--- src/hw/rtl/ird_pkg.sv ---
// ----------------------------------------------------------------------------
// IR pulse-distance decoder package
// Widths, register indexes, reset values, word types and helper functions.
// ----------------------------------------------------------------------------
package ird_pkg;

    // Sizes of the interval timer and the frame shift register.
    localparam int TIMER_WIDTH    = 16;
    localparam int MAX_FRAME_BITS = 32;
    localparam int CFG_WIDTH      = 16;
    localparam int FB_WIDTH       = 6;
    localparam int WORD_WIDTH     = 32;
    localparam int CFG_ADDR_W     = 3;
    localparam int BITS_W         = $clog2(MAX_FRAME_BITS + 1);
    localparam int IDX_W          = $clog2(MAX_FRAME_BITS);

    // Register indexes on the configuration port.
    typedef enum logic [CFG_ADDR_W-1:0] {
        REG_TIMEOUT    = 3'd0,
        REG_LEADER_MIN = 3'd1,
        REG_LEADER_MAX = 3'd2,
        REG_SHORT_MIN  = 3'd3,
        REG_SHORT_MAX  = 3'd4,
        REG_LONG_MIN   = 3'd5,
        REG_LONG_MAX   = 3'd6,
        REG_FRAME_BITS = 3'd7
    } cfg_idx_t;

    // Register reset values.
    localparam logic [CFG_WIDTH-1:0] RST_TIMEOUT    = 16'd20000;
    localparam logic [CFG_WIDTH-1:0] RST_LEADER_MIN = 16'd17000;
    localparam logic [CFG_WIDTH-1:0] RST_LEADER_MAX = 16'd19000;
    localparam logic [CFG_WIDTH-1:0] RST_SHORT_MIN  = 16'd1940;
    localparam logic [CFG_WIDTH-1:0] RST_SHORT_MAX  = 16'd2540;
    localparam logic [CFG_WIDTH-1:0] RST_LONG_MIN   = 16'd6460;
    localparam logic [CFG_WIDTH-1:0] RST_LONG_MAX   = 16'd7060;
    localparam logic [FB_WIDTH-1:0]  RST_FRAME_BITS = 6'd32;

    // Input word: a timer tick or a pin edge.
    typedef struct packed {
        logic cmd;
        logic pin_level;
    } ird_in_t;

    // Output word.
    typedef struct packed {
        logic                  frame_valid;
        logic [WORD_WIDTH-1:0] frame_word;
        logic                  receiving;
    } ird_out_t;

    // Current register values.
    typedef struct packed {
        logic [CFG_WIDTH-1:0] timeout_ticks;
        logic [CFG_WIDTH-1:0] leader_min;
        logic [CFG_WIDTH-1:0] leader_max;
        logic [CFG_WIDTH-1:0] short_min;
        logic [CFG_WIDTH-1:0] short_max;
        logic [CFG_WIDTH-1:0] long_min;
        logic [CFG_WIDTH-1:0] long_max;
        logic [FB_WIDTH-1:0]  frame_bits;
    } ird_cfg_t;

    // Frame length write, which reloads the bit counter and clears the word.
    typedef struct packed {
        logic                load;
        logic [FB_WIDTH-1:0] value;
    } ird_fb_load_t;

    // Frame length as used: zero counts as one, large values are clamped.
    function automatic logic [BITS_W-1:0] eff_bits(input logic [FB_WIDTH-1:0] fb);
        logic [BITS_W-1:0] res;
        if (fb == '0)
            res = BITS_W'(1);
        else if (int'(fb) > MAX_FRAME_BITS)
            res = BITS_W'(MAX_FRAME_BITS);
        else
            res = BITS_W'(fb);
        return res;
    endfunction

    // Strict window test: lo < v < hi.
    function automatic logic in_window(input logic [TIMER_WIDTH-1:0] v,
                                       input logic [CFG_WIDTH-1:0]   lo,
                                       input logic [CFG_WIDTH-1:0]   hi);
        return (v > lo) && (v < hi);
    endfunction

endpackage

--- src/hw/rtl/ird_cfg.sv ---
// ----------------------------------------------------------------------------
// IR decoder configuration registers
// Holds the timing windows, the timeout and the frame length.
// ----------------------------------------------------------------------------
module ird_cfg
    import ird_pkg::*;
(
    input  logic                  clk,
    input  logic                  rst_n,
    input  logic                  cfg_we,
    input  logic [CFG_ADDR_W-1:0] cfg_addr,
    input  logic [CFG_WIDTH-1:0]  cfg_data,
    output ird_cfg_t              cfg,
    output ird_fb_load_t          fb_load
);

    ird_cfg_t cfg_reg;
    ird_cfg_t cfg_next;

    // Write decode.
    always_comb
    begin
        cfg_next = cfg_reg;
        if (cfg_we)
        begin
            case (cfg_idx_t'(cfg_addr))
                REG_TIMEOUT:    cfg_next.timeout_ticks = cfg_data;
                REG_LEADER_MIN: cfg_next.leader_min    = cfg_data;
                REG_LEADER_MAX: cfg_next.leader_max    = cfg_data;
                REG_SHORT_MIN:  cfg_next.short_min     = cfg_data;
                REG_SHORT_MAX:  cfg_next.short_max     = cfg_data;
                REG_LONG_MIN:   cfg_next.long_min      = cfg_data;
                REG_LONG_MAX:   cfg_next.long_max      = cfg_data;
                REG_FRAME_BITS: cfg_next.frame_bits    = cfg_data[FB_WIDTH-1:0];
                default:        cfg_next = cfg_reg;
            endcase
        end
    end

    // Register bank.
    always_ff @(posedge clk or negedge rst_n)
    begin
        if (!rst_n)
        begin
            cfg_reg.timeout_ticks <= RST_TIMEOUT;
            cfg_reg.leader_min    <= RST_LEADER_MIN;
            cfg_reg.leader_max    <= RST_LEADER_MAX;
            cfg_reg.short_min     <= RST_SHORT_MIN;
            cfg_reg.short_max     <= RST_SHORT_MAX;
            cfg_reg.long_min      <= RST_LONG_MIN;
            cfg_reg.long_max      <= RST_LONG_MAX;
            cfg_reg.frame_bits    <= RST_FRAME_BITS;
        end
        else
        begin
            cfg_reg <= cfg_next;
        end
    end

    assign cfg           = cfg_reg;
    assign fb_load.load  = cfg_we && (cfg_idx_t'(cfg_addr) == REG_FRAME_BITS);
    assign fb_load.value = cfg_data[FB_WIDTH-1:0];

endmodule

--- src/hw/rtl/ird_core.sv ---
// ----------------------------------------------------------------------------
// IR decoder core
// Leader check, interval timer, bit classification and the output register.
// ----------------------------------------------------------------------------
module ird_core
    import ird_pkg::*;
(
    input  logic         clk,
    input  logic         rst_n,
    input  ird_cfg_t     cfg,
    input  ird_fb_load_t fb_load,
    input  logic         accept,
    input  ird_in_t      in_item,
    input  logic         out_take,
    output logic         out_valid,
    output ird_out_t     out_item
);

    logic                   active_reg, active_next;
    logic                   first_reg, first_next;
    logic                   second_reg, second_next;
    logic                   running_reg, running_next;
    logic [TIMER_WIDTH-1:0] count_reg, count_next;
    logic [TIMER_WIDTH-1:0] low_reg, low_next;
    logic [MAX_FRAME_BITS-1:0] shift_reg, shift_next;
    logic [BITS_W-1:0]      left_reg, left_next;
    logic                   out_valid_reg;
    ird_out_t               out_reg, out_next;

    logic [TIMER_WIDTH-1:0] lim;
    logic [TIMER_WIDTH-1:0] count_inc;
    logic [BITS_W-1:0]      left_fix;
    logic [BITS_W-1:0]      left_dec;
    logic                   data_bit;

    assign lim       = TIMER_WIDTH'(cfg.timeout_ticks);
    assign count_inc = count_reg + 1'b1;
    assign data_bit  = in_window(count_reg, cfg.long_min, cfg.long_max) &&
                       in_window(low_reg, cfg.short_min, cfg.short_max);
    assign left_fix  = ((left_reg == '0) || (int'(left_reg) > MAX_FRAME_BITS)) ?
                       eff_bits(cfg.frame_bits) : left_reg;
    assign left_dec  = left_fix - 1'b1;

    // Next state and result for one word.
    always_comb
    begin
        active_next  = active_reg;
        first_next   = first_reg;
        second_next  = second_reg;
        running_next = running_reg;
        count_next   = count_reg;
        low_next     = low_reg;
        shift_next   = shift_reg;
        left_next    = left_reg;
        out_next.frame_valid = 1'b0;
        out_next.frame_word  = '0;

        if (!in_item.cmd)
        begin
            // Timer tick: count up and stop on expiry.
            if (running_reg)
            begin
                count_next = count_inc;
                if ((count_inc == lim) || (lim == '0))
                begin
                    running_next = 1'b0;
                    count_next   = '0;
                    active_next  = 1'b0;
                end
            end
        end
        else if (!active_reg)
        begin
            // Leader detection.
            if (!in_item.pin_level && !first_reg && !second_reg)
            begin
                first_next   = 1'b1;
                running_next = 1'b1;
                count_next   = '0;
            end
            else if (in_item.pin_level && first_reg && !second_reg)
            begin
                running_next = 1'b1;
                count_next   = '0;
                second_next  = in_window(count_reg, cfg.leader_min, cfg.leader_max);
            end
            else if (!in_item.pin_level && first_reg && second_reg)
            begin
                running_next = 1'b1;
                count_next   = '0;
                active_next  = in_window(count_reg, cfg.leader_min, cfg.leader_max);
                first_next   = 1'b0;
                second_next  = 1'b0;
                if (active_next)
                begin
                    shift_next = '0;
                    left_next  = eff_bits(cfg.frame_bits);
                end
            end
        end
        else if (in_item.pin_level)
        begin
            // Rising edge while receiving: keep the low time.
            low_next     = count_reg;
            running_next = 1'b1;
            count_next   = '0;
        end
        else
        begin
            // Falling edge while receiving: shift in one data bit, MSB first.
            running_next = 1'b1;
            count_next   = '0;
            left_next    = left_dec;
            shift_next[left_dec[IDX_W-1:0]] = shift_reg[left_dec[IDX_W-1:0]] | data_bit;
            if (left_dec == '0)
            begin
                out_next.frame_valid = 1'b1;
                out_next.frame_word  = WORD_WIDTH'(shift_next);
                shift_next = '0;
                low_next   = '0;
                left_next  = eff_bits(cfg.frame_bits);
            end
        end

        out_next.receiving = active_next;
    end

    // Decoder state.
    always_ff @(posedge clk or negedge rst_n)
    begin
        if (!rst_n)
        begin
            active_reg  <= 1'b0;
            first_reg   <= 1'b0;
            second_reg  <= 1'b0;
            running_reg <= 1'b0;
            count_reg   <= '0;
            low_reg     <= '0;
            shift_reg   <= '0;
            left_reg    <= eff_bits(RST_FRAME_BITS);
        end
        else if (fb_load.load)
        begin
            shift_reg <= '0;
            left_reg  <= eff_bits(fb_load.value);
        end
        else if (accept)
        begin
            active_reg  <= active_next;
            first_reg   <= first_next;
            second_reg  <= second_next;
            running_reg <= running_next;
            count_reg   <= count_next;
            low_reg     <= low_next;
            shift_reg   <= shift_next;
            left_reg    <= left_next;
        end
    end

    // Output register: loads on accept, empties when the word is taken.
    always_ff @(posedge clk or negedge rst_n)
    begin
        if (!rst_n)
            out_valid_reg <= 1'b0;
        else if (accept)
            out_valid_reg <= 1'b1;
        else if (out_take)
            out_valid_reg <= 1'b0;
    end

    always_ff @(posedge clk)
    begin
        if (accept)
            out_reg <= out_next;
    end

    assign out_valid = out_valid_reg;
    assign out_item  = out_reg;

endmodule

--- src/hw/rtl/ir_pulse_distance_decoder.sv ---
// ----------------------------------------------------------------------------
// IR pulse-distance frame decoder
// Decodes leader-plus-data IR frames from a stream of ticks and pin edges.
// ----------------------------------------------------------------------------
// Usage:
// The in channel carries one word per event: a timer tick (cmd = 0) or a
// receiver pin edge (cmd = 1) with the new pin level. Every accepted word
// produces exactly one word on the out channel, holding frame_valid, the
// frame when one completes, and the receiving flag after that event.
// An accepted word is shown on out in the next cycle. Throughput is one
// word per cycle; the decoder state updates in the accept cycle and the
// result sits in a single output register, so in_ready stays high while
// out_ready is high even when the register is full. When the receiver
// stalls, the output register holds its word and in_ready drops until it is
// taken. Reset clears the decoder state, loads the default timing windows
// and a 32-bit frame length, and empties the output register. Configuration
// is written through cfg_we/cfg_addr/cfg_data, one register per cycle, only
// while no word is in flight, a rule the user must keep as the block does not
// enforce it; writing the frame length restarts the bit count.
// ----------------------------------------------------------------------------
module ir_pulse_distance_decoder
    import ird_pkg::*;
(
    input  logic                  clk,
    input  logic                  rst_n,
    input  logic                  in_valid,
    output logic                  in_ready,
    input  ird_in_t               in_word,
    output logic                  out_valid,
    input  logic                  out_ready,
    output ird_out_t              out_word,
    input  logic                  cfg_we,
    input  logic [CFG_ADDR_W-1:0] cfg_addr,
    input  logic [CFG_WIDTH-1:0]  cfg_data
);

    ird_cfg_t     cfg;
    ird_fb_load_t fb_load;
    logic         accept;

    // Handshake: take a word whenever the output register is free or leaving.
    assign in_ready = !out_valid || out_ready;
    assign accept   = in_valid && in_ready;

    ird_cfg u_cfg (
        .clk      (clk),
        .rst_n    (rst_n),
        .cfg_we   (cfg_we),
        .cfg_addr (cfg_addr),
        .cfg_data (cfg_data),
        .cfg      (cfg),
        .fb_load  (fb_load)
    );

    ird_core u_core (
        .clk       (clk),
        .rst_n     (rst_n),
        .cfg       (cfg),
        .fb_load   (fb_load),
        .accept    (accept),
        .in_item   (in_word),
        .out_take  (out_ready),
        .out_valid (out_valid),
        .out_item  (out_word)
    );

endmodule

--- config.mk ---
export PLATFORM = sky130hd
export DESIGN_NAME = ir_pulse_distance_decoder
export DESIGN_NICKNAME = d
export VERILOG_FILES = /design/src/hw/rtl/ird_pkg.sv /design/src/hw/rtl/ird_cfg.sv /design/src/hw/rtl/ird_core.sv /design/src/hw/rtl/ir_pulse_distance_decoder.sv
export SDC_FILE = /design/constraint.sdc
export NUM_CORES = 1
export LEC_CHECK = 0
export BUFFER_PORTS_ARGS = -buffer_cell sky130_fd_sc_hd__clkbuf_2
export CAP_MARGIN = 20
export CORE_MARGIN = 1
export CORE_UTILIZATION = 40
export CTS_CLUSTER_DIAMETER = 100
export DETAILED_ROUTE_END_ITERATION = 7
export MAX_ROUTING_LAYER = met4
export PLACE_DENSITY = 0.63
export SLEW_MARGIN = 10
export SYNTH_ARGS = -nofsm -noshare
export SYNTH_HDL_FRONTEND = slang
export SYNTH_SLANG_ARGS = --single-unit
--- constraint.sdc ---
create_clock -name clk -period 4.7 [get_ports clk]
set_input_delay 0.47 -clock clk [delete_from_list [all_inputs] [get_ports clk]]
set_output_delay 0.47 -clock clk [all_outputs]
set_load 0.05 [all_outputs]
Word level (Yosys, flattened, before mapping). Index checks and enable logic that the tools add are counted.

Register bits after elaboration: 227. Input port bits: 26. Output and inout port bits: 36. Logic and storage cells: 164.

$add $sub $neg: 2. Order comparisons: 11. Equality and inequality tests: 13. Multiplexer cells: 60. Bitwise logic cells: 6. Reduce and logical (&&, ||, !) cells: 52.

Operators with widths (count): $mux 32 (10); $mux 16 (9); $mux 6 (15); $gt 16x16->1 (3); $lt 16x16->1 (3); $mux 33 (1); $bwmux 32 (1); $logic_not 6->1 (4); $mux 1 (22); $gt 6x6->1 const B (3); $reduce_and 2->1 (9); $add 16x1->16 const B (1); $eq 16x16->1 (1); $logic_not 16->1 (1); $reduce_bool 2->1 (7); $logic_and 1x1->1 (13); $eq 3x3->1 const B (4); $reduce_and 6->1 (2); $reduce_and 7->1 (1); $eq 3x2->1 const B (2); $lt 5x6->1 const B (1); $ne 3x2->1 const B (2); $reduce_bool 3->1 (2); $sub 6x1->6 const B (1); other kinds (17) (26).

Logic depth before layout (Yosys ltp).
Depth after elaboration: 16. Gate-level depth with buffers: 17. Depth with buffers taken out: 13.

Modules after synthesis. Synthesis repeated with hierarchy kept, for this count alone.

Cell total of the unflattened synthesis: 1336. Area, all modules: 13800.7 sq um.

By module, submodules not included: ird_core (times used 1, cells each 1069, area an instance 9136.3 sq um, sequential area each 2899.0 sq um); ird_cfg (times used 1, cells each 265, area an instance 4642.0 sq um, sequential area each 3007.9 sq um); ir_pulse_distance_decoder (times used 1, cells each 2, area an instance 22.5 sq um, sequential area each 0.0 sq um).

Least setup slack after synthesis. Ideal clock, no wire load.

Path type: register to register. Start point: reg u_core.left_reg[1]. End point: reg u_core.shift_reg[12]. Library setup time: 0.082 ns. Arrival time: 3.617 ns. Data required time: 4.618 ns. Slack: 1.000 ns. Cell stages (with the launch flop): 16. Path buffers: 3. Period minus slack after synthesis: 3.700 ns. Path through: dfrtp_1 -> or3_1 -> buf_2 -> o21ai_1 -> a2bb2oi_4 -> inv_1 -> ha_1 -> a31oi_1 -> o21ai_0 -> or3b_1 -> buf_2 -> nor3_2 -> a211oi_1 -> a31oi_4 -> buf_2 -> o22ai_1.

Longest elaborated chain between the ends: 15. Elaborated cells on any way between the ends: 21. Those cells by class: 1 x add/sub; 3 x order compare; 12 x mux; 1 x bitwise; 4 x reduce/logical.

Ends and longest elaborated chain: from (decl) (line ird_core.sv:26) `logic [BITS_W-1:0] left_reg, left_next;`; from (signal assigned) (line ird_core.sv:140) `left_reg <= eff_bits(RST_FRAME_BITS);`; from (signal assigned) (line ird_core.sv:145) `left_reg <= eff_bits(fb_load.value);`; from (signal assigned) (line ird_core.sv:156) `left_reg <= left_next;`; $gt 6x6->1 or $logic_not 6->1 (tied branches) (line ird_core.sv:40) `assign left_fix = ((left_reg == '0) || (int'(left_reg) > MAX_FRAME_BITS)) ?`; $logic_or 1x1->1 (line ird_core.sv:40); $mux 6 * (line ird_core.sv:40); $sub 6x1->6 * (line ird_core.sv:42) `assign left_dec = left_fix - 1'b1;`; $lt 5x6->1 (not written as such) or $ge 5x1->1 (tied branches) (line ird_core.sv:114) `shift_next[left_dec[IDX_W-1:0]] = shift_reg[left_dec[IDX_W-1:0]] | data_bit;`; $logic_and 1x1->1 (not written as such) (line ird_core.sv:114); $mux 1 (not written as such) (line ird_core.sv:114); $demux 1 s5; $bwmux 32 (line ird_core.sv:114); $mux 32 * (line ird_core.sv:115) `if (left_dec == '0)`; $mux 32 * (line ird_core.sv:101) `else if (in_item.pin_level)`; $mux 32 * (line ird_core.sv:72) `else if (!active_reg)`; $mux 32 * (line ird_core.sv:58) `if (!in_item.cmd)`; $mux 32 * (line ird_core.sv:147) `else if (accept)`; $mux 32 * (line ird_core.sv:142) `else if (fb_load.load)`; to (signal assigned) (line ird_core.sv:155) `shift_reg <= shift_next;`; to (decl) (line ird_core.sv:25) `logic [MAX_FRAME_BITS-1:0] shift_reg, shift_next;`.

Mark *: on every way between the ends. The rest lies on a longest branch, timed or not. The select of a mux whose other input is x is not followed. A chain may end at the register's enable or synchronous reset.

Worst setup path in the final report.
Start point: reg u_core.left_reg[1]. End point: reg u_core.shift_reg[11].

Same word-level chain as after synthesis.

==> summary.txt <==
Post-Layout Cell Count: 1834
Maximum clock rate: 237 MHz
Lkg Pwr: 6.38 nW
Drt first-iter violations: 710
Clock sink total: 227
Initial antenna violation count: 0
Via/cell ratio: 5.48
Int Pwr: 4.22 mW
Placed cell areas: 0.0138 sq mm
Syn Nets: 1456
Fin crit period: 4.23 ns
CTS Hold Bufs: 0
Crit-path max FO: 15
Most common cell after layout, fill and taps aside: nand2_1
Dpl ws: 0.557 ns
Post_cts resized: 0
H-tree levels: 1
Drt wl/cell: 18.0 microns
Antenna-violating nets left: 0
Setup_tns: 0 ns
GRT overflow: 0
N_diodes: 0
Max Cap Violations: 0
Setup Buffers After CTS: 0
Switching fraction of total power: 32.0%
# rows: 65
Logic gate share of total power: 26.0%
Post-synth top flop: dfrtp_1
Register share of total power: 40.1%
Placed Cells: 1786
Clk pwr share: 34.0%
Number of synthesis warnings: 0
Most frequent cells in the layout: nand2_1, dfrtp_1, inv_1
Clock Skew: 0.00832 ns
Ys async rst share: 85.0%
Status: completed
Core Util, Final: 46.3%
Worst slew pin tran: 1.01 ns
Sequential Area: 0.00591 sq mm
Worst skew pair latency: 0.54 ns
Max VDD drop: 0.289 mV
Period utilisation layout: 89.9%
Setup ws final: 0.474 ns
Die Wd: 183 microns
PD cells: 421 mW/mm^2
Share of cells above drive strength 1: 19.3%
Seq/Total Area, Yosys: 45.3%
Mean Syn Cell Area: 9.79 sq um
Post-synth EDFFs: 34
Clock-pin slew on the worst setup and hold paths: 0.06 ns
# setup viols final: 0
Wirelength, routed: 33.1 mm
Mapped Cells: 1331
P&R area growth vs syn: 13.1%
Cell area after synthesis: 0.0130 sq mm
Crit path capture type: flop
Worst hold path type: in -> async
Total CTS buffers: 26
Core Region: 0.0318 sq mm
NumNets Final: 1504
Final hold slack: 0.00463 ns
CP Launch Type: flop
Max_slew headroom: 32.5%
Crit Path Category: reg -> reg
CTS tree: done
Clock root buffer: clkbuf_16
Max Slew Vio Count: 0
Distinct cells, synth: 77
Filler Cell Count: 3037
Global-route wire length before repair: 54.2 mm
Switch Pwr: 1.99 mW
DRC viols: 0
Area of the die: 0.0333 sq mm
Multi-input logic area: 0.00641 sq mm
Max FFs per register: 118
Detailed placer's ending HPWL: 23.7 mm
Yosys reg bits: 227
Crit path required time: 5.15 ns
Port bufs: 61
Total global-route track usage: 21.1%
Initial core utilization: 41.0%
Die Height: 183 microns
Pre-Repair DR Iteration Count: 5
Vias post-DR: 10100
Largest net degree at the start of global routing: 103
Pwr Total: 6.20 mW
Worst Reg2Reg Path Length in Cells: 13
Critical Path AT: 4.67 ns
Fin area: 0.0147 sq mm
Fin. Hold Viols: 0
Number of global-route vias before repair: 9996
CTS Buffer Depth: 3
Gp weighted congestion: 0.897
Ports: 62
RSZ-0062 raised after global routing: false
-- Yosys cell counts, types with 12 or more instances --
cell type	instances	area share (%)
mux2_2	67	5.8
inv_1	121	3.5
nand3_1	19	0.73
a211oi_1	12	0.69
a21oi_1	59	2.3
nor4_1	13	0.62
nand4_1	14	0.67
nor2b_1	14	0.67
o21ai_0	104	4.0
edfxtp_1	34	7.8
dfrtp_1	148	28
clkbuf_1	44	1.3
dfstp_2	45	9.1
o22ai_1	16	0.77
xnor2_1	12	0.81
nor3_1	25	0.96
a21boi_0	14	0.81
nand2_1	193	5.6
nand2b_1	14	0.67
ha_1	99	9.5
nor2_1	51	1.5
-- per-layer routing --
metal	share of wire [%]	routed length, microns	global-route usage (%)	vias to the layer above
li1	-	-	-	4822
met1	47	15500	28.6	4974
met4	2.8	910	6.52	0
met2	47	15500	33.3	204
met5	0	0	-	-
met3	3.4	1130	1.96	56
-- cells by family after synthesis --
logic type | share of synthesized area, %
AOI/OAI and AO/OA | 15.4
xor gates and xnor gates | 1.48
adders and majority gates | 9.50
buffers and inverters | 5.69
DFF | 45.3
muxes | 7.17
and+or+nand+nor | 15.4
-- worst paths after layout --
kind	start	end	slack (ns)
max	u_core.left_reg[1]	u_core.shift_reg[11]	0.47
min	rst_n	u_cfg.cfg[78]	0.005
max reg2reg	u_core.left_reg[1]	u_core.shift_reg[11]	0.47
min reg2reg	u_core.low_reg[0]	u_core.low_reg[0]	0.50
max in group asynchronous	rst_n	u_core.shift_reg[11]	3.65
min in group clk	in_valid	u_core.out_valid	0.15
-- area by class of cell --
cell class	instances	share of cell area, %
multi-input combinational	917	43.5
sequential	227	40.1
clock buffer	39	5.23
tap	435	3.69
timing repair buffer	86	3.57
inverter	121	3.08
clock inverter	9	0.832
-- worst max-delay path, stage by stage, from the launching register on --
cell and delay [ns]:
dfrtp_1 0.42, nor3_1 0.32, a21oi_1 0.23, o21ba_2 0.26, a21oi_1 0.29, ha_1 0.34, a31oi_1 0.10, o21ai_0 0.08
or3b_1 0.52, buf_4 0.23, o32ai_1 0.57, a31oi_4 0.34, buf_12 0.25, o22ai_1 0.18
-- power groups by stage --
stage	Combinational [mW]	Sequential, mW	Clock, mW
after CTS	1.61	2.48	2.14
after detailed placement	1.60	2.52	0
final	1.61	2.48	2.11
after floorplan	1.12	2.50	0
after global routing	1.80	2.53	2.21
after global placement	1.58	2.51	0
Note: power is estimated with default switching activity, not from simulation.
